File: src/sv/gpad_poll_pkg.sv
// Package with the frame constants and transmit byte tables of the gamepad poll sequencer.
package gpad_poll_pkg;

    localparam int POLL_FRAME_BYTES = 9;
    localparam int BYTE_POS_W = ($clog2(POLL_FRAME_BYTES) > 4) ? $clog2(POLL_FRAME_BYTES) : 4;

    localparam int S_DATA_W = 8;
    localparam int S_USER_W = 2;
    localparam int M_DATA_W = 24;
    localparam int CFG_IDX_W = 3;
    localparam int CFG_DATA_W = 8;

    // Start commands carried with each tick.
    localparam logic [1:0] OP_TICK = 2'd0;
    localparam logic [1:0] OP_POLL = 2'd1;
    localparam logic [1:0] OP_INIT = 2'd2;

    // Frame numbers within an init sequence.
    localparam logic [1:0] FR_POLL  = 2'd0;
    localparam logic [1:0] FR_ENTER = 2'd1;
    localparam logic [1:0] FR_LOCK  = 2'd2;
    localparam logic [1:0] FR_EXIT  = 2'd3;

    // Configuration register indexes.
    localparam logic [CFG_IDX_W-1:0] REG_CLOCK_LOW  = 3'd0;
    localparam logic [CFG_IDX_W-1:0] REG_CLOCK_HIGH = 3'd1;
    localparam logic [CFG_IDX_W-1:0] REG_BYTE_GAP   = 3'd2;
    localparam logic [CFG_IDX_W-1:0] REG_ANALOG     = 3'd3;
    localparam logic [CFG_IDX_W-1:0] REG_MODE_LOCK  = 3'd4;

    localparam logic [7:0] BYTE_HEADER = 8'h01;
    localparam logic [7:0] BYTE_POLL   = 8'h42;
    localparam logic [7:0] BYTE_CONFIG = 8'h43;
    localparam logic [7:0] BYTE_MODE   = 8'h44;
    localparam logic [7:0] BYTE_EXIT   = 8'h5A;

    // Position of the final byte of a frame.
    function automatic logic [BYTE_POS_W-1:0] frame_last_idx(input logic [1:0] frame);
        logic [BYTE_POS_W-1:0] idx;
        case (frame)
            FR_POLL:  idx = BYTE_POS_W'(POLL_FRAME_BYTES - 1);
            FR_ENTER: idx = BYTE_POS_W'(4);
            default:  idx = BYTE_POS_W'(8);
        endcase
        return idx;
    endfunction

    function automatic logic [7:0] tx_byte(input logic [1:0]            frame,
                                           input logic [BYTE_POS_W-1:0] pos,
                                           input logic [7:0]            analog,
                                           input logic [7:0]            lock);
        logic [7:0] b;
        b = 8'h00;
        if (pos == BYTE_POS_W'(0)) begin
            b = BYTE_HEADER;
        end else if (pos == BYTE_POS_W'(1)) begin
            case (frame)
                FR_POLL: b = BYTE_POLL;
                FR_LOCK: b = BYTE_MODE;
                default: b = BYTE_CONFIG;
            endcase
        end else begin
            case (frame)
                FR_ENTER: b = (pos == BYTE_POS_W'(3)) ? 8'h01 : 8'h00;
                FR_LOCK:
                begin
                    if (pos == BYTE_POS_W'(3)) begin
                        b = analog;
                    end else if (pos == BYTE_POS_W'(4)) begin
                        b = lock;
                    end
                end
                FR_EXIT: b = (pos >= BYTE_POS_W'(4)) ? BYTE_EXIT : 8'h00;
                default: b = 8'h00;
            endcase
        end
        return b;
    endfunction

endpackage

File: src/sv/gamepad_serial_poll_sequencer.sv
// Top level of the gamepad serial poll sequencer: link state machine and result register.
// Each accepted input request is one timing tick of the controller link and produces
// exactly one result request with the pin levels after that tick and, when a byte
// completes, the received byte with its frame and position. The block takes one tick
// per clock cycle while the result register is empty or read out: the whole tick update
// is a single pass of logic from the state registers into the result register, and a
// new tick is accepted while the previous result waits as long as the downstream side is
// ready in the same cycle. A start command on operation (poll frame or four-frame init
// sequence) is honored only while the link is idle. Configuration writes are accepted
// in any cycle and should be made while the link is idle.
module gamepad_serial_poll_sequencer
    import gpad_poll_pkg::*;
(
    input  logic                  clk,
    input  logic                  rst_n,
    input  logic                  s_axis_tvalid,
    output logic                  s_axis_tready,
    input  logic [S_DATA_W-1:0]   s_axis_tdata,   // [0] data_pin, [7:1] zero
    input  logic [S_USER_W-1:0]   s_axis_tuser,   // [1:0] operation
    output logic                  m_axis_tvalid,
    input  logic                  m_axis_tready,
    // [0] clock_pin, [1] command_pin, [2] attention_pin, [3] busy_res, [4] rx_valid,
    // [6:5] rx_frame, [10:7] rx_index, [18:11] rx_byte, [23:19] zero
    output logic [M_DATA_W-1:0]   m_axis_tdata,
    output logic                  m_axis_tlast,   // frame_last
    input  logic                  cfg_valid,
    output logic                  cfg_ready,
    input  logic [CFG_IDX_W-1:0]  cfg_index,
    input  logic [CFG_DATA_W-1:0] cfg_data
);

    typedef enum logic [2:0] {
        PH_IDLE,
        PH_START,
        PH_LOW,
        PH_HIGH,
        PH_GAP,
        PH_END
    } phase_t;

    phase_t                phase_reg, phase_next;
    logic [1:0]            frame_reg, frame_next;
    logic                  init_reg, init_next;
    logic [BYTE_POS_W-1:0] byte_pos_reg, byte_pos_next;
    logic [2:0]            bit_pos_reg, bit_pos_next;
    logic [7:0]            tick_reg, tick_next;
    logic [7:0]            shift_reg, shift_next;
    logic                  clk_lvl_reg, clk_lvl_next;
    logic                  cmd_lvl_reg, cmd_lvl_next;
    logic                  att_lvl_reg, att_lvl_next;

    logic [7:0] clock_low_reg, clock_high_reg, byte_gap_reg, analog_reg, lock_reg;

    logic                  out_valid_reg, out_valid_next;
    logic [M_DATA_W-1:0]   out_data_reg, out_data_next;
    logic                  out_last_reg, out_last_next;

    logic                  s_accept;
    logic [1:0]            operation;
    logic                  data_pin;
    logic [7:0]            low_thresh, high_thresh;
    logic                  byte_more;
    logic [BYTE_POS_W-1:0] byte_pos_inc;
    logic [7:0]            cur_tx, nxt_tx;
    logic [7:0]            sampled;
    logic                  rv, rl;
    logic [1:0]            rf;
    logic [3:0]            ri;
    logic [7:0]            rb;

    assign operation = s_axis_tuser[1:0];
    assign data_pin  = s_axis_tdata[0];

    assign s_axis_tready = !out_valid_reg || m_axis_tready;
    assign s_accept      = s_axis_tvalid && s_axis_tready;
    assign cfg_ready     = 1'b1;

    assign low_thresh   = (clock_low_reg == 8'd0) ? 8'd1 : clock_low_reg;
    assign high_thresh  = (clock_high_reg == 8'd0) ? 8'd1 : clock_high_reg;
    assign byte_more    = byte_pos_reg != frame_last_idx(frame_reg);
    assign byte_pos_inc = byte_pos_reg + BYTE_POS_W'(1);
    assign cur_tx       = tx_byte(frame_reg, byte_pos_reg, analog_reg, lock_reg);
    assign nxt_tx       = tx_byte(frame_reg, byte_pos_inc, analog_reg, lock_reg);
    assign sampled      = shift_reg | (8'(data_pin) << bit_pos_reg);

    always_comb
    begin
        phase_next    = phase_reg;
        frame_next    = frame_reg;
        init_next     = init_reg;
        byte_pos_next = byte_pos_reg;
        bit_pos_next  = bit_pos_reg;
        tick_next     = tick_reg;
        shift_next    = shift_reg;
        clk_lvl_next  = clk_lvl_reg;
        cmd_lvl_next  = cmd_lvl_reg;
        att_lvl_next  = att_lvl_reg;
        rv = 1'b0;
        rf = 2'd0;
        ri = 4'd0;
        rb = 8'd0;
        rl = 1'b0;

        case (phase_reg)
            PH_IDLE:
            begin
                clk_lvl_next = 1'b1;
                cmd_lvl_next = 1'b1;
                att_lvl_next = 1'b1;
                if (operation == OP_POLL || operation == OP_INIT) begin
                    init_next     = (operation == OP_INIT);
                    frame_next    = FR_POLL;
                    byte_pos_next = '0;
                    bit_pos_next  = 3'd0;
                    shift_next    = 8'd0;
                    tick_next     = 8'd0;
                    att_lvl_next  = 1'b0;
                    phase_next    = PH_START;
                end
            end
            PH_START:
            begin
                // First bit of byte zero; every frame opens with the header byte.
                att_lvl_next  = 1'b0;
                byte_pos_next = '0;
                bit_pos_next  = 3'd0;
                shift_next    = 8'd0;
                cmd_lvl_next  = BYTE_HEADER[0];
                clk_lvl_next  = 1'b0;
                tick_next     = 8'd1;
                phase_next    = PH_LOW;
            end
            PH_LOW:
            begin
                if (tick_reg >= low_thresh) begin
                    shift_next   = sampled;
                    clk_lvl_next = 1'b1;
                    tick_next    = 8'd1;
                    phase_next   = PH_HIGH;
                    if (bit_pos_reg == 3'd7) begin
                        rv = 1'b1;
                        rf = frame_reg;
                        ri = byte_pos_reg[3:0];
                        rb = sampled;
                        rl = (!init_reg || frame_reg == FR_EXIT) && !byte_more;
                    end
                end else begin
                    tick_next = tick_reg + 8'd1;
                end
            end
            PH_HIGH:
            begin
                if (tick_reg >= high_thresh) begin
                    if (bit_pos_reg != 3'd7) begin
                        bit_pos_next = bit_pos_reg + 3'd1;
                        cmd_lvl_next = cur_tx[bit_pos_reg + 3'd1];
                        clk_lvl_next = 1'b0;
                        tick_next    = 8'd1;
                        phase_next   = PH_LOW;
                    end else begin
                        shift_next   = 8'd0;
                        clk_lvl_next = 1'b1;
                        cmd_lvl_next = 1'b1;
                        if (byte_gap_reg != 8'd0) begin
                            tick_next  = 8'd1;
                            phase_next = PH_GAP;
                        end else if (byte_more) begin
                            byte_pos_next = byte_pos_inc;
                            bit_pos_next  = 3'd0;
                            cmd_lvl_next  = nxt_tx[0];
                            clk_lvl_next  = 1'b0;
                            tick_next     = 8'd1;
                            phase_next    = PH_LOW;
                        end else begin
                            att_lvl_next = 1'b1;
                            phase_next   = PH_END;
                        end
                    end
                end else begin
                    tick_next = tick_reg + 8'd1;
                end
            end
            PH_GAP:
            begin
                if (tick_reg >= byte_gap_reg) begin
                    clk_lvl_next = 1'b1;
                    cmd_lvl_next = 1'b1;
                    if (byte_more) begin
                        byte_pos_next = byte_pos_inc;
                        bit_pos_next  = 3'd0;
                        cmd_lvl_next  = nxt_tx[0];
                        clk_lvl_next  = 1'b0;
                        tick_next     = 8'd1;
                        phase_next    = PH_LOW;
                    end else begin
                        att_lvl_next = 1'b1;
                        phase_next   = PH_END;
                    end
                end else begin
                    tick_next = tick_reg + 8'd1;
                end
            end
            PH_END:
            begin
                if (init_reg && frame_reg != FR_EXIT) begin
                    frame_next   = frame_reg + 2'd1;
                    tick_next    = 8'd0;
                    att_lvl_next = 1'b0;
                    cmd_lvl_next = 1'b1;
                    clk_lvl_next = 1'b1;
                    phase_next   = PH_START;
                end else begin
                    att_lvl_next = 1'b1;
                    phase_next   = PH_IDLE;
                end
            end
            default:
            begin
                phase_next   = PH_IDLE;
                clk_lvl_next = 1'b1;
                cmd_lvl_next = 1'b1;
                att_lvl_next = 1'b1;
            end
        endcase
    end

    always_comb
    begin
        out_valid_next = out_valid_reg;
        out_data_next  = out_data_reg;
        out_last_next  = out_last_reg;
        if (s_accept) begin
            out_valid_next = 1'b1;
            out_data_next  = {5'd0, rb, ri, rf, rv, (phase_next != PH_IDLE),
                              att_lvl_next, cmd_lvl_next, clk_lvl_next};
            out_last_next  = rl;
        end else if (m_axis_tready) begin
            out_valid_next = 1'b0;
        end
    end

    always_ff @(posedge clk or negedge rst_n)
    begin
        if (!rst_n) begin
            phase_reg      <= PH_IDLE;
            frame_reg      <= 2'd0;
            init_reg       <= 1'b0;
            byte_pos_reg   <= '0;
            bit_pos_reg    <= 3'd0;
            tick_reg       <= 8'd0;
            shift_reg      <= 8'd0;
            clk_lvl_reg    <= 1'b1;
            cmd_lvl_reg    <= 1'b1;
            att_lvl_reg    <= 1'b1;
            clock_low_reg  <= 8'd4;
            clock_high_reg <= 8'd1;
            byte_gap_reg   <= 8'd3;
            analog_reg     <= 8'd1;
            lock_reg       <= 8'd3;
            out_valid_reg  <= 1'b0;
            out_data_reg   <= '0;
            out_last_reg   <= 1'b0;
        end else begin
            if (s_accept) begin
                phase_reg    <= phase_next;
                frame_reg    <= frame_next;
                init_reg     <= init_next;
                byte_pos_reg <= byte_pos_next;
                bit_pos_reg  <= bit_pos_next;
                tick_reg     <= tick_next;
                shift_reg    <= shift_next;
                clk_lvl_reg  <= clk_lvl_next;
                cmd_lvl_reg  <= cmd_lvl_next;
                att_lvl_reg  <= att_lvl_next;
            end
            if (cfg_valid && cfg_ready) begin
                case (cfg_index)
                    REG_CLOCK_LOW:  clock_low_reg  <= cfg_data;
                    REG_CLOCK_HIGH: clock_high_reg <= cfg_data;
                    REG_BYTE_GAP:   byte_gap_reg   <= cfg_data;
                    REG_ANALOG:     analog_reg     <= cfg_data;
                    REG_MODE_LOCK:  lock_reg       <= cfg_data;
                    default:        ;
                endcase
            end
            out_valid_reg <= out_valid_next;
            out_data_reg  <= out_data_next;
            out_last_reg  <= out_last_next;
        end
    end

    assign m_axis_tvalid = out_valid_reg;
    assign m_axis_tdata  = out_data_reg;
    assign m_axis_tlast  = out_last_reg;

`ifndef ASSERT_OFF
    // A byte is reported on the tick the data pin is sampled, when the clock rises.
    a_rx_clock_high: assert property (@(posedge clk) disable iff (!rst_n)
        (m_axis_tvalid && m_axis_tdata[4]) |-> m_axis_tdata[0])
        else $error("received byte reported while clock is low");

    // Attention is only ever low while a frame is in progress.
    a_att_busy: assert property (@(posedge clk) disable iff (!rst_n)
        (m_axis_tvalid && !m_axis_tdata[2]) |-> m_axis_tdata[3])
        else $error("attention low while idle");

    // The idle link holds every pin high.
    a_idle_pins: assert property (@(posedge clk) disable iff (!rst_n)
        (phase_reg == PH_IDLE) |-> (clk_lvl_reg && cmd_lvl_reg && att_lvl_reg))
        else $error("link pins not high while idle");

    // A start taken while idle always opens a frame.
    a_start: assert property (@(posedge clk) disable iff (!rst_n)
        (s_accept && phase_reg == PH_IDLE && (operation == OP_POLL || operation == OP_INIT))
        |=> (phase_reg == PH_START && !att_lvl_reg))
        else $error("start request did not open a frame");

    // The last byte flag only accompanies a received byte.
    a_last_rx: assert property (@(posedge clk) disable iff (!rst_n)
        (m_axis_tvalid && m_axis_tlast) |-> m_axis_tdata[4])
        else $error("last flag without a received byte");
`endif

endmodule
File: config.mk
export PLATFORM = sky130hd
export DESIGN_NAME = gamepad_serial_poll_sequencer
export DESIGN_NICKNAME = d
export VERILOG_FILES = /design/src/sv/gpad_poll_pkg.sv /design/src/sv/gamepad_serial_poll_sequencer.sv
export SDC_FILE = /design/constraint.sdc
export NUM_CORES = 1
export LEC_CHECK = 0
export BUFFER_PORTS_ARGS = -buffer_cell sky130_fd_sc_hd__buf_2
export CAP_MARGIN = 20
export CORE_MARGIN = 1
export CORE_UTILIZATION = 45
export CTS_CLUSTER_SIZE = 10
export DETAILED_ROUTE_END_ITERATION = 6
export PLACE_DENSITY_LB_ADDON = 0.15
export SLEW_MARGIN = 20
export SYNTH_ARGS = -nofsm -noshare
export SYNTH_HDL_FRONTEND = slang
export SYNTH_SLANG_ARGS = --single-unit
File: constraint.sdc
create_clock -name clk -period 2.3 [get_ports clk]
set_input_delay 0.345 -clock clk [delete_from_list [all_inputs] [get_ports clk]]
set_output_delay 0.345 -clock clk [all_outputs]
set_load 0.005 [all_outputs]
==> impl_metrics.env <==
export IMPL_power_leakage_nw=3.22
export IMPL_cts_sinks=93
export IMPL_pre_cts_ws_ns=-0.260
export IMPL_syn_area_um2=5600
export IMPL_start_util=0.464
export IMPL_drive_gt1_frac=0.299
export IMPL_die_y_um=114
export IMPL_irDropWorstVdd_uv=529
export IMPL_viasPerCell=5.46
export IMPL_grt_overflow_total=0
export IMPL_grt_pass1_wl_um=23100
export IMPL_synth_flop_cell="dfrtp_1"
export IMPL_tns_ns=-6.37
export IMPL_report_final_slew_viol_count=0
export IMPL_post_route_period_util=1.13
export IMPL_synth_distinct_cells=70
export IMPL_hold_path_class="in -> reg"
export IMPL_synth_cells=602
export IMPL_post_drt_wl_per_cell_um=15.9
export IMPL_die_area_um2=12900
export IMPL_synthMuxAreaShare=0.0764
export IMPL_fin_total_pwr_mw=5.79
export IMPL_crit_path_end="shift_reg[7]"
export IMPL_synth_xor_area_share=0.00156
export IMPL_finalSetupViolCount=32
export IMPL_path_depth=9
export IMPL_multi_input_area_um2=3200
export IMPL_port_buffers=40
export IMPL_ff2ff_setup_slack_ns=-0.30
export IMPL_fin_skew_ns=0.00894
export IMPL_place_inst=853
export IMPL_clockBufferDepth=2
export IMPL_final_cells=877
export IMPL_endpoint_kind="flip-flop"
export IMPL_fmax_ghz=0.385
export IMPL_ant_nets=0
export IMPL_hpwl_um=10400
export IMPL_vias=4790
export IMPL_gp_congestion=0.882
export IMPL_cp_start_kind="flip-flop"
export IMPL_crit_start="clock_high_reg[7]"
export IMPL_cp_required_ns=2.54
export IMPL_syn2layout_area_growth_pct=25.2
export IMPL_die_w_um=114
export IMPL_grt_pass1_vias=4658
export IMPL_rsz0062_at_grt="yes"
export IMPL_p_per_area_nw_per_um2=826
export IMPL_clock_latency_ns=0.35
export IMPL_cts_tree="yes"
export IMPL_htree_levels=3
export IMPL_drv_cap=0
export IMPL_cp_num_buf_inv=0
export IMPL_drc=0
export IMPL_nNetsFinal=769
export IMPL_numCtsBuffers=9
export IMPL_synth_seq_cells=93
export IMPL_crit_arrival_ns=2.83
export IMPL_critical_path_max_stage_delay_ns=0.46
export IMPL_syn_avg_cell_area_um2=9.30
export IMPL_synth_edf_count=0
export IMPL_r2r_cells=9
export IMPL_diodes=0
export IMPL_path_cells="nor4_2 -> a41o_1 -> ha_1 -> nor2b_2 -> o21ai_2 -> a41oi_4 -> a22oi_4 -> and4_4 -> mux2_4"
export IMPL_outcome="finished, violations left"
export IMPL_design_core_area_um2=12100
export IMPL_grt_max_degree=56
export IMPL_yosys_area_share_simple=0.180
export IMPL_slew_limit_headroom=0.574
export IMPL_ios=54
export IMPL_r2r_start="clock_high_reg[7]"
export IMPL_hold_violations=0
export IMPL_synth_top_family_by_area="compound AO/OA/AOI/OAI gates"
export IMPL_synth_compound_area_frac=0.188
export IMPL_finalWorstSetupSlack_ns=-0.298
export IMPL_violations="negative setup slack"
export IMPL_tightest_slew_ns=0.640
export IMPL_hold_path_depth=2
export IMPL_cp_max_fo=8
export IMPL_clkSlewWorstSetupHoldPaths_ns=0.07
export IMPL_critical_path_slowest_cell="a41oi_4"
export IMPL_yosys_warnings=0
export IMPL_drt_total_wl_um=14000
export IMPL_grt_total_usage=0.230
export IMPL_fillCellCount=1048
export IMPL_synthArstFlopShare=1.00
export IMPL_num_rows=40
export IMPL_cts_root_buf="clkbuf_16"
export IMPL_largest_reg_flops=19
export IMPL_criticalPathCategory="reg -> reg"
export IMPL_timing_rr_end="shift_reg[7]"
export IMPL_min_period_ns=2.60
export IMPL_critPathTopFamily="compound AO/OA/AOI/OAI gates"
export IMPL_utilization=0.581
export IMPL_synth_adder_area_share=0.0872
export IMPL_firstDrtPassIters=5
export IMPL_yosysSeqAreaShare=0.418
export IMPL_antenna_found_initial=0
export IMPL_final_seq_area_um2=2340
export IMPL_drt_iter0_drc=252
[per-stage QoR]
stage / instance area [µm²] / hold WS, ns
6_report: 7010 / 0.198
3_3_place_gp: 6460 / 0.352
3_5_place_dp: 6460 / 0.359
5_1_grt: 7010 / 0.214
2_1_floorplan: 5640 / 0.0494
4_1_cts: 6850 / 0.189
[layout by cell type, fill, tap and decap left out, drive strengths merged, types with 6 or more instances in the layout]
master    n
mux2i     6
dfrtp    83
mux2     30
nor2     47
dfstp    10
nor3     14
a21oi    27
inv      34
ha       39
o211ai    6
nor2b    12
buf     115
conb      6
nand2b    6
o21ai    62
clkbuf   11
a31oi    12
nand2    79
nand3    13
and3      6
a21o      6
[per-layer routing]
layer	part of all wire	GRT usage	vias to the layer above	wire, µm
li1	-	-	2360	-
met1	0.47	0.302	2330	6540
met2	0.49	0.389	92	6810
met3	0.036	0.0499	8	508
met4	0.0067	0.0500	0	93
met5	0	0	-	0
[cells by family (layout without fill, tap and decap cells)]
kind of cell / after synthesis / after routing
AOI/OAI and AO/OA: 163 / 163
muxes: 36 / 36
xor gates and xnor gates: 1 / 1
and+or+nand+nor: 206 / 206
other: 2 / 6
adders and majority gates: 39 / 39
buffers and inverters: 62 / 165
DFF: 93 / 93
[timing repair]
action | 4_1_cts | 5_1_grt
gates resized for setup | 13 | 31
setup endpoints to repair | 31 | 48
setup buffers | 2 | 5
hold endpoints to repair | 37 | 0
hold buffers | 1 | 0
pin swaps | 4 | 22
[layout make-up]
class | count | share of cell area
Inverter | 33 | 0.0177
Clock inverter | 5 | 0.00857
Tap cell | 168 | 0.0300
Timing Repair Buffer | 116 | 0.118
Clock buffer | 11 | 0.0346
Sequential cell | 93 | 0.334
Multi-Input combinational cell | 451 | 0.457
[cells in the mapped netlist (5+ instances only)]
library cell | count | area share
dfstp_2 | 10 | 0.047
o31ai_1 | 5 | 0.0067
nand2b_1 | 6 | 0.0067
inv_1 | 33 | 0.022
mux2_4 | 8 | 0.021
a32oi_1 | 5 | 0.0078
mux2_2 | 22 | 0.044
a21oi_1 | 27 | 0.024
nor3_1 | 14 | 0.013
nor2b_1 | 12 | 0.013
ha_1 | 39 | 0.087
and3_1 | 6 | 0.0067
dfrtp_1 | 83 | 0.37
nand3_1 | 12 | 0.011
o21a_1 | 5 | 0.0067
o21ai_1 | 6 | 0.0054
a31oi_1 | 12 | 0.013
buf_4 | 6 | 0.0080
a21o_1 | 6 | 0.0080
nand2_1 | 78 | 0.052
mux2i_1 | 6 | 0.011
o21ai_0 | 56 | 0.050
nor2_1 | 46 | 0.031
clkbuf_1 | 19 | 0.013
o22ai_1 | 5 | 0.0056
o211ai_1 | 6 | 0.0080
[worst min-delay path by stage]
stage	start	end	slack (ns)
floorplan	rst_n	analog_reg[1]	0.05
global placement	rst_n	m_axis_tvalid	0.35
detailed placement	rst_n	m_axis_tvalid	0.36
CTS	s_axis_tvalid	m_axis_tvalid	0.19
global route	s_axis_tvalid	m_axis_tvalid	0.21
finish	s_axis_tvalid	m_axis_tvalid	0.20
[report_power, final]
group,internal [mW],switching (mW)
logic,0.987,1.14
registers,1.95,0.189
clock network,0.876,0.648
Power figures use the tool's default switching activity.
